`config.mk`:
```
export PLATFORM = sky130hd
export DESIGN_NAME = wheel_delta_to_hid_report
export DESIGN_NICKNAME = d
export VERILOG_FILES = /design/src/design/wdh_pkg.sv /design/src/design/wdh_div.sv /design/src/design/wheel_delta_to_hid_report.sv
export SDC_FILE = /design/constraint.sdc
export NUM_CORES = 1
export LEC_CHECK = 0
export ABC_AREA = 1
export BUFFER_PORTS_ARGS = -buffer_cell sky130_fd_sc_hd__buf_4
export CORE_ASPECT_RATIO = 1.2
export CORE_UTILIZATION = 35
export DETAILED_ROUTE_END_ITERATION = 8
export GPL_ROUTABILITY_DRIVEN = 0
export HOLD_SLACK_MARGIN = 0.15
export PLACE_DENSITY_LB_ADDON = 0.3
export SYNTH_ARGS = -nofsm -noshare
export SYNTH_HDL_FRONTEND = slang
export SYNTH_HIERARCHICAL = 1
export SYNTH_SLANG_ARGS = --single-unit
```
`constraint.sdc`:
```
create_clock -name clk -period 4.7 [get_ports clk]
set_clock_uncertainty 0.1 [all_clocks]
set_input_delay 0.705 -clock clk [delete_from_list [all_inputs] [get_ports clk]]
set_output_delay 0.705 -clock clk [all_outputs]
set_load 0.02 [all_outputs]
```
`src/design/wdh_pkg.sv`:
```
// ----------------------------------------------------------------------------
// wdh_pkg
// Types, register indexes and helpers shared by the wheel report block.
// ----------------------------------------------------------------------------
package wdh_pkg;

  localparam int DELTA_W = 16;
  localparam int STEP_W  = 15;
  localparam int Y_W     = 4;

  typedef enum logic [1:0] {
    REG_WHEEL_MODE  = 2'd0,
    REG_VOLUME_STEP = 2'd1,
    REG_ZOOM_STEP   = 2'd2
  } reg_index_t;

  typedef enum logic [2:0] {
    MODE_SCROLL = 3'd0,
    MODE_PAN    = 3'd1,
    MODE_ZOOM   = 3'd2,
    MODE_VOLUME = 3'd3,
    MODE_SELECT = 3'd4
  } wheel_mode_t;

  typedef enum logic [2:0] {
    ST_IDLE,
    ST_DIVIDE,
    ST_ACCUM,
    ST_CLICK,
    ST_FINISH
  } state_t;

  localparam logic signed [Y_W-1:0] Y_UP   = 4'sd5;
  localparam logic signed [Y_W-1:0] Y_DOWN = -4'sd5;

  // negation clipped to the 16-bit range
  function automatic logic signed [DELTA_W-1:0] neg_sat(input logic signed [DELTA_W-1:0] v);
    logic signed [DELTA_W-1:0] r;
    if (v == {1'b1, {(DELTA_W-1){1'b0}}}) begin
      r = {1'b0, {(DELTA_W-1){1'b1}}};
    end else begin
      r = -v;
    end
    return r;
  endfunction

endpackage

```
`src/design/wdh_div.sv`:
```
// ----------------------------------------------------------------------------
// wdh_div
// Serial restoring divider, one quotient bit per cycle, unsigned operands.
// ----------------------------------------------------------------------------
module wdh_div (
  input  logic                          clk,
  input  logic                          rst,
  input  logic                          start,
  input  logic [wdh_pkg::DELTA_W-1:0]   dividend,
  input  logic [wdh_pkg::STEP_W-1:0]    divisor,
  output logic                          done,
  output logic [wdh_pkg::DELTA_W-1:0]   quotient
);
  import wdh_pkg::*;

  localparam int CNT_W = $clog2(DELTA_W);

  logic                 busy;
  logic [CNT_W-1:0]     cnt;
  logic [STEP_W-1:0]    rem;
  logic [STEP_W-1:0]    dvs;
  logic [DELTA_W-1:0]   quo;
  logic [STEP_W:0]      rem_sh;
  logic [STEP_W:0]      trial;
  logic                 fits;

  assign rem_sh   = {rem, quo[DELTA_W-1]};
  assign trial    = rem_sh - {1'b0, dvs};
  assign fits     = rem_sh >= {1'b0, dvs};
  assign quotient = quo;

  always_ff @(posedge clk) begin
    if (rst) begin
      busy <= 1'b0;
      done <= 1'b0;
      cnt  <= '0;
    end else begin
      done <= 1'b0;
      if (start) begin
        busy <= 1'b1;
        cnt  <= CNT_W'(DELTA_W - 1);
      end else if (busy) begin
        cnt <= cnt - 1'b1;
        if (cnt == '0) begin
          busy <= 1'b0;
          done <= 1'b1;
        end
      end
    end
  end

  always_ff @(posedge clk) begin
    if (start) begin
      rem <= '0;
      dvs <= divisor;
      quo <= dividend;
    end else if (busy) begin
      rem <= fits ? trial[STEP_W-1:0] : rem_sh[STEP_W-1:0];
      quo <= {quo[DELTA_W-2:0], fits};
    end
  end

endmodule

```
`src/design/wheel_delta_to_hid_report.sv`:
```
// ----------------------------------------------------------------------------
// wheel_delta_to_hid_report
// Wheel delta to mouse report / volume click converter, one word at a time.
// ----------------------------------------------------------------------------
// Each input word gives exactly one output word. Ticks, scroll, pan, select
// and unused modes go to the finish state; a zero delta passes the click
// state; volume mode passes accumulate and click (saturating add, then the
// click compare); zoom waits on the 16-step serial divider. The input is
// not ready while a word is in work; the next word may be accepted while
// the previous result still waits in the output register. Registers are
// written with wr_en and may only be changed while the block is idle.
module wheel_delta_to_hid_report #(
  parameter int ACC_WIDTH = 32
) (
  input  logic                                 clk,
  input  logic                                 rst,
  input  logic                                 in_valid,
  output logic                                 in_ready,
  input  logic                                 kind,
  input  logic signed [wdh_pkg::DELTA_W-1:0]   delta,
  output logic                                 out_valid,
  input  logic                                 out_ready,
  output logic                                 report_valid,
  output logic                                 left_button,
  output logic signed [wdh_pkg::Y_W-1:0]       y_move,
  output logic signed [wdh_pkg::DELTA_W-1:0]   vertical_wheel,
  output logic signed [wdh_pkg::DELTA_W-1:0]   horizontal_pan,
  output logic                                 click_valid,
  output logic                                 click_up,
  input  logic                                 wr_en,
  input  logic [1:0]                           wr_index,
  input  logic [wdh_pkg::STEP_W-1:0]           wr_data
);
  import wdh_pkg::*;

  localparam logic signed [ACC_WIDTH-1:0] ACC_MAX = {1'b0, {(ACC_WIDTH-1){1'b1}}};
  localparam logic signed [ACC_WIDTH-1:0] ACC_MIN = {1'b1, {(ACC_WIDTH-1){1'b0}}};

  state_t                      state, state_next;
  wheel_mode_t                 wheel_mode;
  logic [STEP_W-1:0]           volume_step;
  logic [STEP_W-1:0]           zoom_step;
  logic signed [ACC_WIDTH-1:0] acc;
  logic                        click_hold;
  logic                        select_phase;

  logic signed [DELTA_W-1:0]   delta_r;
  logic                        res_report;
  logic                        res_left;
  logic signed [Y_W-1:0]       res_y;
  logic signed [DELTA_W-1:0]   res_vw;
  logic signed [DELTA_W-1:0]   res_hp;
  logic                        res_click;
  logic                        res_up;

  logic                        accept;
  logic                        load_out;
  logic                        div_start;
  logic                        div_done;
  logic [DELTA_W-1:0]          div_quo;
  logic [DELTA_W-1:0]          delta_mag;
  logic [STEP_W-1:0]           vstep;
  logic [STEP_W-1:0]           zstep;
  logic signed [DELTA_W-1:0]   zoom_vw;

  logic signed [ACC_WIDTH:0]   acc_ext;
  logic signed [ACC_WIDTH:0]   step_ext;
  logic signed [ACC_WIDTH:0]   acc_sum;
  logic signed [ACC_WIDTH-1:0] acc_sat;
  logic signed [ACC_WIDTH:0]   acc_dn;
  logic signed [ACC_WIDTH:0]   acc_up;
  logic                        click_dn_ok;
  logic                        click_up_ok;

  assign accept    = in_valid && in_ready;
  assign vstep     = (volume_step == '0) ? STEP_W'(1) : volume_step;
  assign zstep     = (zoom_step == '0) ? STEP_W'(1) : zoom_step;
  assign delta_mag = delta[DELTA_W-1] ? DELTA_W'(-delta) : DELTA_W'(delta);

  // quotient magnitude back to the negated, clipped wheel value
  assign zoom_vw = delta_r[DELTA_W-1]
                   ? (div_quo[DELTA_W-1] ? {1'b0, {(DELTA_W-1){1'b1}}} : $signed(div_quo))
                   : -$signed(div_quo);

  // saturating accumulate
  assign acc_ext  = {acc[ACC_WIDTH-1], acc};
  assign acc_sum  = acc_ext + {{(ACC_WIDTH+1-DELTA_W){delta_r[DELTA_W-1]}}, delta_r};
  assign acc_sat  = (acc_sum[ACC_WIDTH] != acc_sum[ACC_WIDTH-1])
                    ? (acc_sum[ACC_WIDTH] ? ACC_MIN : ACC_MAX)
                    : acc_sum[ACC_WIDTH-1:0];

  // click thresholds
  assign step_ext    = {{(ACC_WIDTH+1-STEP_W){1'b0}}, vstep};
  assign acc_dn      = acc_ext - step_ext;
  assign acc_up      = acc_ext + step_ext;
  assign click_dn_ok = !acc_dn[ACC_WIDTH];
  assign click_up_ok = acc_up[ACC_WIDTH] || (acc_up == '0);

  wdh_div u_div (
    .clk      (clk),
    .rst      (rst),
    .start    (div_start),
    .dividend (delta_mag),
    .divisor  (zstep),
    .done     (div_done),
    .quotient (div_quo)
  );

  // next state
  always_comb begin
    state_next = state;
    case (state)
      ST_IDLE: begin
        if (accept) begin
          if (kind) begin
            state_next = ST_FINISH;
          end else if (delta == '0) begin
            state_next = ST_CLICK;
          end else begin
            case (wheel_mode)
              MODE_ZOOM:   state_next = ST_DIVIDE;
              MODE_VOLUME: state_next = ST_ACCUM;
              default:     state_next = ST_FINISH;
            endcase
          end
        end
      end
      ST_DIVIDE: begin
        if (div_done) begin
          state_next = ST_FINISH;
        end
      end
      ST_ACCUM:  state_next = ST_CLICK;
      ST_CLICK:  state_next = ST_FINISH;
      ST_FINISH: begin
        if (load_out) begin
          state_next = ST_IDLE;
        end
      end
      default:   state_next = ST_IDLE;
    endcase
  end

  // handshake and unit control
  always_comb begin
    in_ready  = (state == ST_IDLE);
    load_out  = (state == ST_FINISH) && (!out_valid || out_ready);
    div_start = accept && !kind && (delta != '0) && (wheel_mode == MODE_ZOOM);
  end

  always_ff @(posedge clk) begin
    if (rst) begin
      state        <= ST_IDLE;
      wheel_mode   <= MODE_SCROLL;
      volume_step  <= STEP_W'(4);
      zoom_step    <= STEP_W'(4);
      acc          <= '0;
      click_hold   <= 1'b0;
      select_phase <= 1'b0;
      out_valid    <= 1'b0;
    end else begin
      state <= state_next;
      if (wr_en) begin
        case (wr_index)
          REG_WHEEL_MODE:  wheel_mode  <= wheel_mode_t'(wr_data[2:0]);
          REG_VOLUME_STEP: volume_step <= wr_data;
          REG_ZOOM_STEP:   zoom_step   <= wr_data;
          default: ;
        endcase
      end
      if (accept && kind) begin
        click_hold <= 1'b0;
      end
      if (accept && !kind && (delta != '0) && (wheel_mode == MODE_SELECT)) begin
        select_phase <= !select_phase;
      end
      if (state == ST_ACCUM) begin
        acc <= acc_sat;
      end
      if ((state == ST_CLICK) && !click_hold) begin
        if (click_dn_ok) begin
          acc        <= acc_dn[ACC_WIDTH-1:0];
          click_hold <= 1'b1;
        end else if (click_up_ok) begin
          acc        <= acc_up[ACC_WIDTH-1:0];
          click_hold <= 1'b1;
        end
      end
      if (load_out) begin
        out_valid <= 1'b1;
      end else if (out_ready) begin
        out_valid <= 1'b0;
      end
    end
  end

  // result word under construction
  always_ff @(posedge clk) begin
    if (accept) begin
      delta_r    <= delta;
      res_report <= 1'b0;
      res_left   <= 1'b0;
      res_y      <= '0;
      res_vw     <= '0;
      res_hp     <= '0;
      res_click  <= 1'b0;
      res_up     <= 1'b0;
      if (!kind && (delta != '0)) begin
        case (wheel_mode)
          MODE_SCROLL: begin
            res_report <= 1'b1;
            res_vw     <= neg_sat(delta);
          end
          MODE_PAN: begin
            res_report <= 1'b1;
            res_hp     <= delta;
          end
          MODE_SELECT: begin
            res_report <= 1'b1;
            res_left   <= 1'b1;
            res_y      <= select_phase ? Y_UP : Y_DOWN;
            res_vw     <= neg_sat(delta);
          end
          default: ;
        endcase
      end
    end
    if ((state == ST_DIVIDE) && div_done && (div_quo != '0)) begin
      res_report <= 1'b1;
      res_vw     <= zoom_vw;
    end
    if ((state == ST_CLICK) && !click_hold) begin
      if (click_dn_ok) begin
        res_click <= 1'b1;
        res_up    <= 1'b0;
      end else if (click_up_ok) begin
        res_click <= 1'b1;
        res_up    <= 1'b1;
      end
    end
  end

  // output register
  always_ff @(posedge clk) begin
    if (load_out) begin
      report_valid   <= res_report;
      left_button    <= res_left;
      y_move         <= res_y;
      vertical_wheel <= res_vw;
      horizontal_pan <= res_hp;
      click_valid    <= res_click;
      click_up       <= res_up;
    end
  end

`ifndef SYNTH
  // a word never carries both a report and a click
  a_report_or_click : assert property (@(posedge clk) disable iff (rst)
    out_valid |-> !(report_valid && click_valid))
    else $error("report and click in one word");

  // one word in work at a time
  a_busy_after_accept : assert property (@(posedge clk) disable iff (rst)
    (in_valid && in_ready) |=> !in_ready)
    else $error("input ready straight after acceptance");

  // pointer movement only comes with the select button
  a_y_needs_left : assert property (@(posedge clk) disable iff (rst)
    (out_valid && (y_move != '0)) |-> (left_button && report_valid))
    else $error("y movement without left button");

  // a pending result is never overwritten before it is taken
  a_hold_result : assert property (@(posedge clk) disable iff (rst)
    (out_valid && !out_ready) |=> (out_valid && $stable(vertical_wheel) && $stable(click_valid)))
    else $error("pending result changed");
`endif

endmodule
```
==> metrics.txt <==
worst setup margin around 0.56 ns; Worst Hold Depth 1; first-pass GRT wire length 73170 um; Final min period 4.140 ns; path type of the worst min-delay path in -> reg; post-synthesis sequential area ratio 0.3572; DRT iter0 DRCs roughly 1100; number of inserted diodes 0; Post-CTS Hold Fix Bufs 0; hpwl dp ~36000 um; postcts setup bufs 0; share of layout cells above drive strength 1 0.08865; CTS tree done; post-cts resize count 0; Yosys reg bits about 220; die area about 45000 um2; Avg WL per Cell about 16 um; Horiz. Die Dim 194.6 um; worst reg-to-reg setup slack around 0.56 ns; final wirelength roughly 46000 um; Hold Startpoint delta[7]; clk buf depth 3; area delta synth->final 11.82%; site row count 84; clk slew on worst S/H paths ~0.050 ns; final-report setup violation count 0; dpl ws about 0.64 ns; PortBufs 80; Setup CP Type reg -> reg; reg-to-reg endpoint acc[23]; Worst-Margin Slew roughly 1.2 ns; CTS Sinks 217; TritonCTS Buffers 26; vias around 15000; RSZ-0062 raised after global routing no; Post-Layout Cell Count approximately 2800; ys flop type edfxtp_1; Ys Warns 6; cells after synthesis 2243; All-Layer GR Usage 0.2004; CP Data Required Time a little over 5 ns; Hold Fails Final Rpt 0; Worst Path Arrival 4.49 ns; pin count of the biggest net entering global routing 40; Pwr Total 5.040 mW; I/O pin count between 80 and 90; fin nets 2394; crit start category flop; Syn Area/Cell 6.947 um2; clk root buf clkbuf_16; MaxCap Viol Count 0; # DRC 0; Slew headroom 0.2162; Setup crit end kind flop; Reg2Reg Depth 25; leading area contributor after synthesis edfxtp_1; P_leak ~8.3 nW; Initial Util 0.3555; Hold Path End delta_r[7]; drt via density between 5 and 6; final slew viol count 0; H-tree levels 1; remaining antenna violation count after routing 0; clock latency on the worst-skew pair about 0.56 ns; Mapped Nets around 2400; final period utilization 0.8809; Synth area leaders edfxtp_1 (24%), nand2_1 (15%), dfxtp_1 (12%); Post-Synthesis Cell Area roughly 16000 um2; vias in the first global route ~14000; Inst Count DP about 2800; Die H about 230 um; global route total overflow 0; core area 43830 um2; initial antenna violation count 0; Synth async-reset ratio 0; area fraction of the dominant cell type after synthesis 0.2351; worst vdd rail ir drop about 270 uV; FF-to-FF Start volume_step[9]; PwrDens 289.3 nW/um2; FMAX 241.5 MHz; Yosys cell types 65; status complete, no violations; Detailed Routing Iterations Pass 1 6; number of synthesized flops with an enable pin ~120; setup TNS 0 ns; Critical Path Fanout Max 22
-- power breakdown --
part / internal (mW) / switching, mW
Clock: 1.26 / 0.823
Combinational: 0.261 / 0.514
Sequential: 2.13 / 0.0537
Total: 3.65 / 1.39
-- Yosys cell counts, drive strengths merged, types with 25 or more instances --
cell type / n
ha: 81
edfxtp: 122
a21oi: 149
o21ai: 126
nor3: 40
nor2: 250
nand4: 25
dfxtp: 95
clkbuf: 57
nand3: 152
inv: 297
nand2: 636
xor2: 48
buf: 32
-- layer usage --
metal,vias up,share of wire,GRT usage
met4,0,0.034,0.07490
li1,7388,-,-
met3,101,0.067,0.02743
met2,535,0.47,0.3472
met5,-,0,0
met1,6851,0.43,0.2527
-- kinds of logic (layout without fill, tap and decap cells) --
family,after synthesis,count (layout),share of synthesized area
simple gates,1150,1150,0.3178
fa+ha+maj,85,85,0.07018
compound gates,340,340,0.1215
xor+xnor,60,60,0.03373
flops,217,217,0.3572
buf+inv,391,438,0.09957
-- through the flow --
step	instance area, um2	util	hold WS [ns]
final	17420	0.3975	0.2538
after global routing	17420	0.3975	0.2437
after CTS	17420	0.3975	0.2397
after detailed placement	16540	0.3774	0.3045
after global placement	16540	0.3774	0.3018
after floorplan	15580	-	0.3003
-- cell usage in the layout (no fill, tap or decap), types with 4 or more instances in the layout --
master	n
dfxtp_1	95
xor2_1	48
nor4_1	18
o21bai_1	6
clkbuf_1	6
clkbuf_16	26
or2_2	4
nand2_1	618
a2bb2oi_1	6
buf_4	88
nand2_4	6
o211ai_1	7
xnor2_1	12
o21ai_1	4
a31oi_1	12
o31ai_1	6
inv_2	24
nand3b_1	13
a21oi_1	145
edfxtp_1	122
inv_1	273
o22ai_1	8
ha_1	81
a21o_1	4
bufinv_16	4
clkinv_1	9
nand3_1	142
o21ai_0	121
nand4_1	25
nand2_2	12
fa_1	4
nand3_2	10
nor3_1	35
nor2_1	245
-- area by class of cell --
class                           instances  area, um2
Timing Repair Buffer                   88      660.6
Multi-Input combinational cell       1635       8482
Fill cell                            4512      26400
Clock inverter                         15      195.2
Clock buffer                           33      686.9
Sequential cell                       217       5565
Inverter                              302       1134
Tap cell                              559      699.4
-- critical path, cell delays in order, from the launching register on --
cell and delay [ns]:
dfxtp_1 0.32, inv_1 0.10, nand4_1 0.13, nor4_1 0.40
a41o_1 0.27, ha_1 0.20, fa_1 0.22, nand2_1 0.07
nand2_1 0.09, nand3_1 0.09, nand2_1 0.12, nand2_1 0.08
nand3_1 0.17, nand2_1 0.10, nand3_1 0.09, nand2_1 0.11
nor2_1 0.19, nand2_1 0.07, nor2_1 0.11, nand2_2 0.09
nand2_4 0.17, nand2_4 0.20, nand2_4 0.30, nand2_1 0.08
nor2_1 0.10, nor2_1 0.05
-- state kept, by name, summed over array words and instances, names as in the netlist, 4 cells and up --
register	cells
acc	32
delta_r	16
horizontal_pan	16
res_hp	16
res_vw	16
u_div/quotient	16
vertical_wheel	16
u_div/dvs	15
u_div/rem	15
volume_step	15
zoom_step	15
u_div/cnt	4
-- how the worst max path moves through the flow --
stage | depth (start not counted) | slack [ns] | to | start
detailed placement | 25 | 0.64 | acc[23] | volume_step[9]
global placement | 25 | 0.72 | acc[19] | volume_step[10]
CTS | 25 | 0.63 | acc[23] | volume_step[9]
floorplan | 13 | 0.63 | u_div/quotient[6] | delta[0]
finish | 25 | 0.56 | acc[23] | volume_step[9]
global route | 25 | 0.22 | acc[23] | volume_step[9]
No activity file was read; power rests on OpenSTA's default activity.
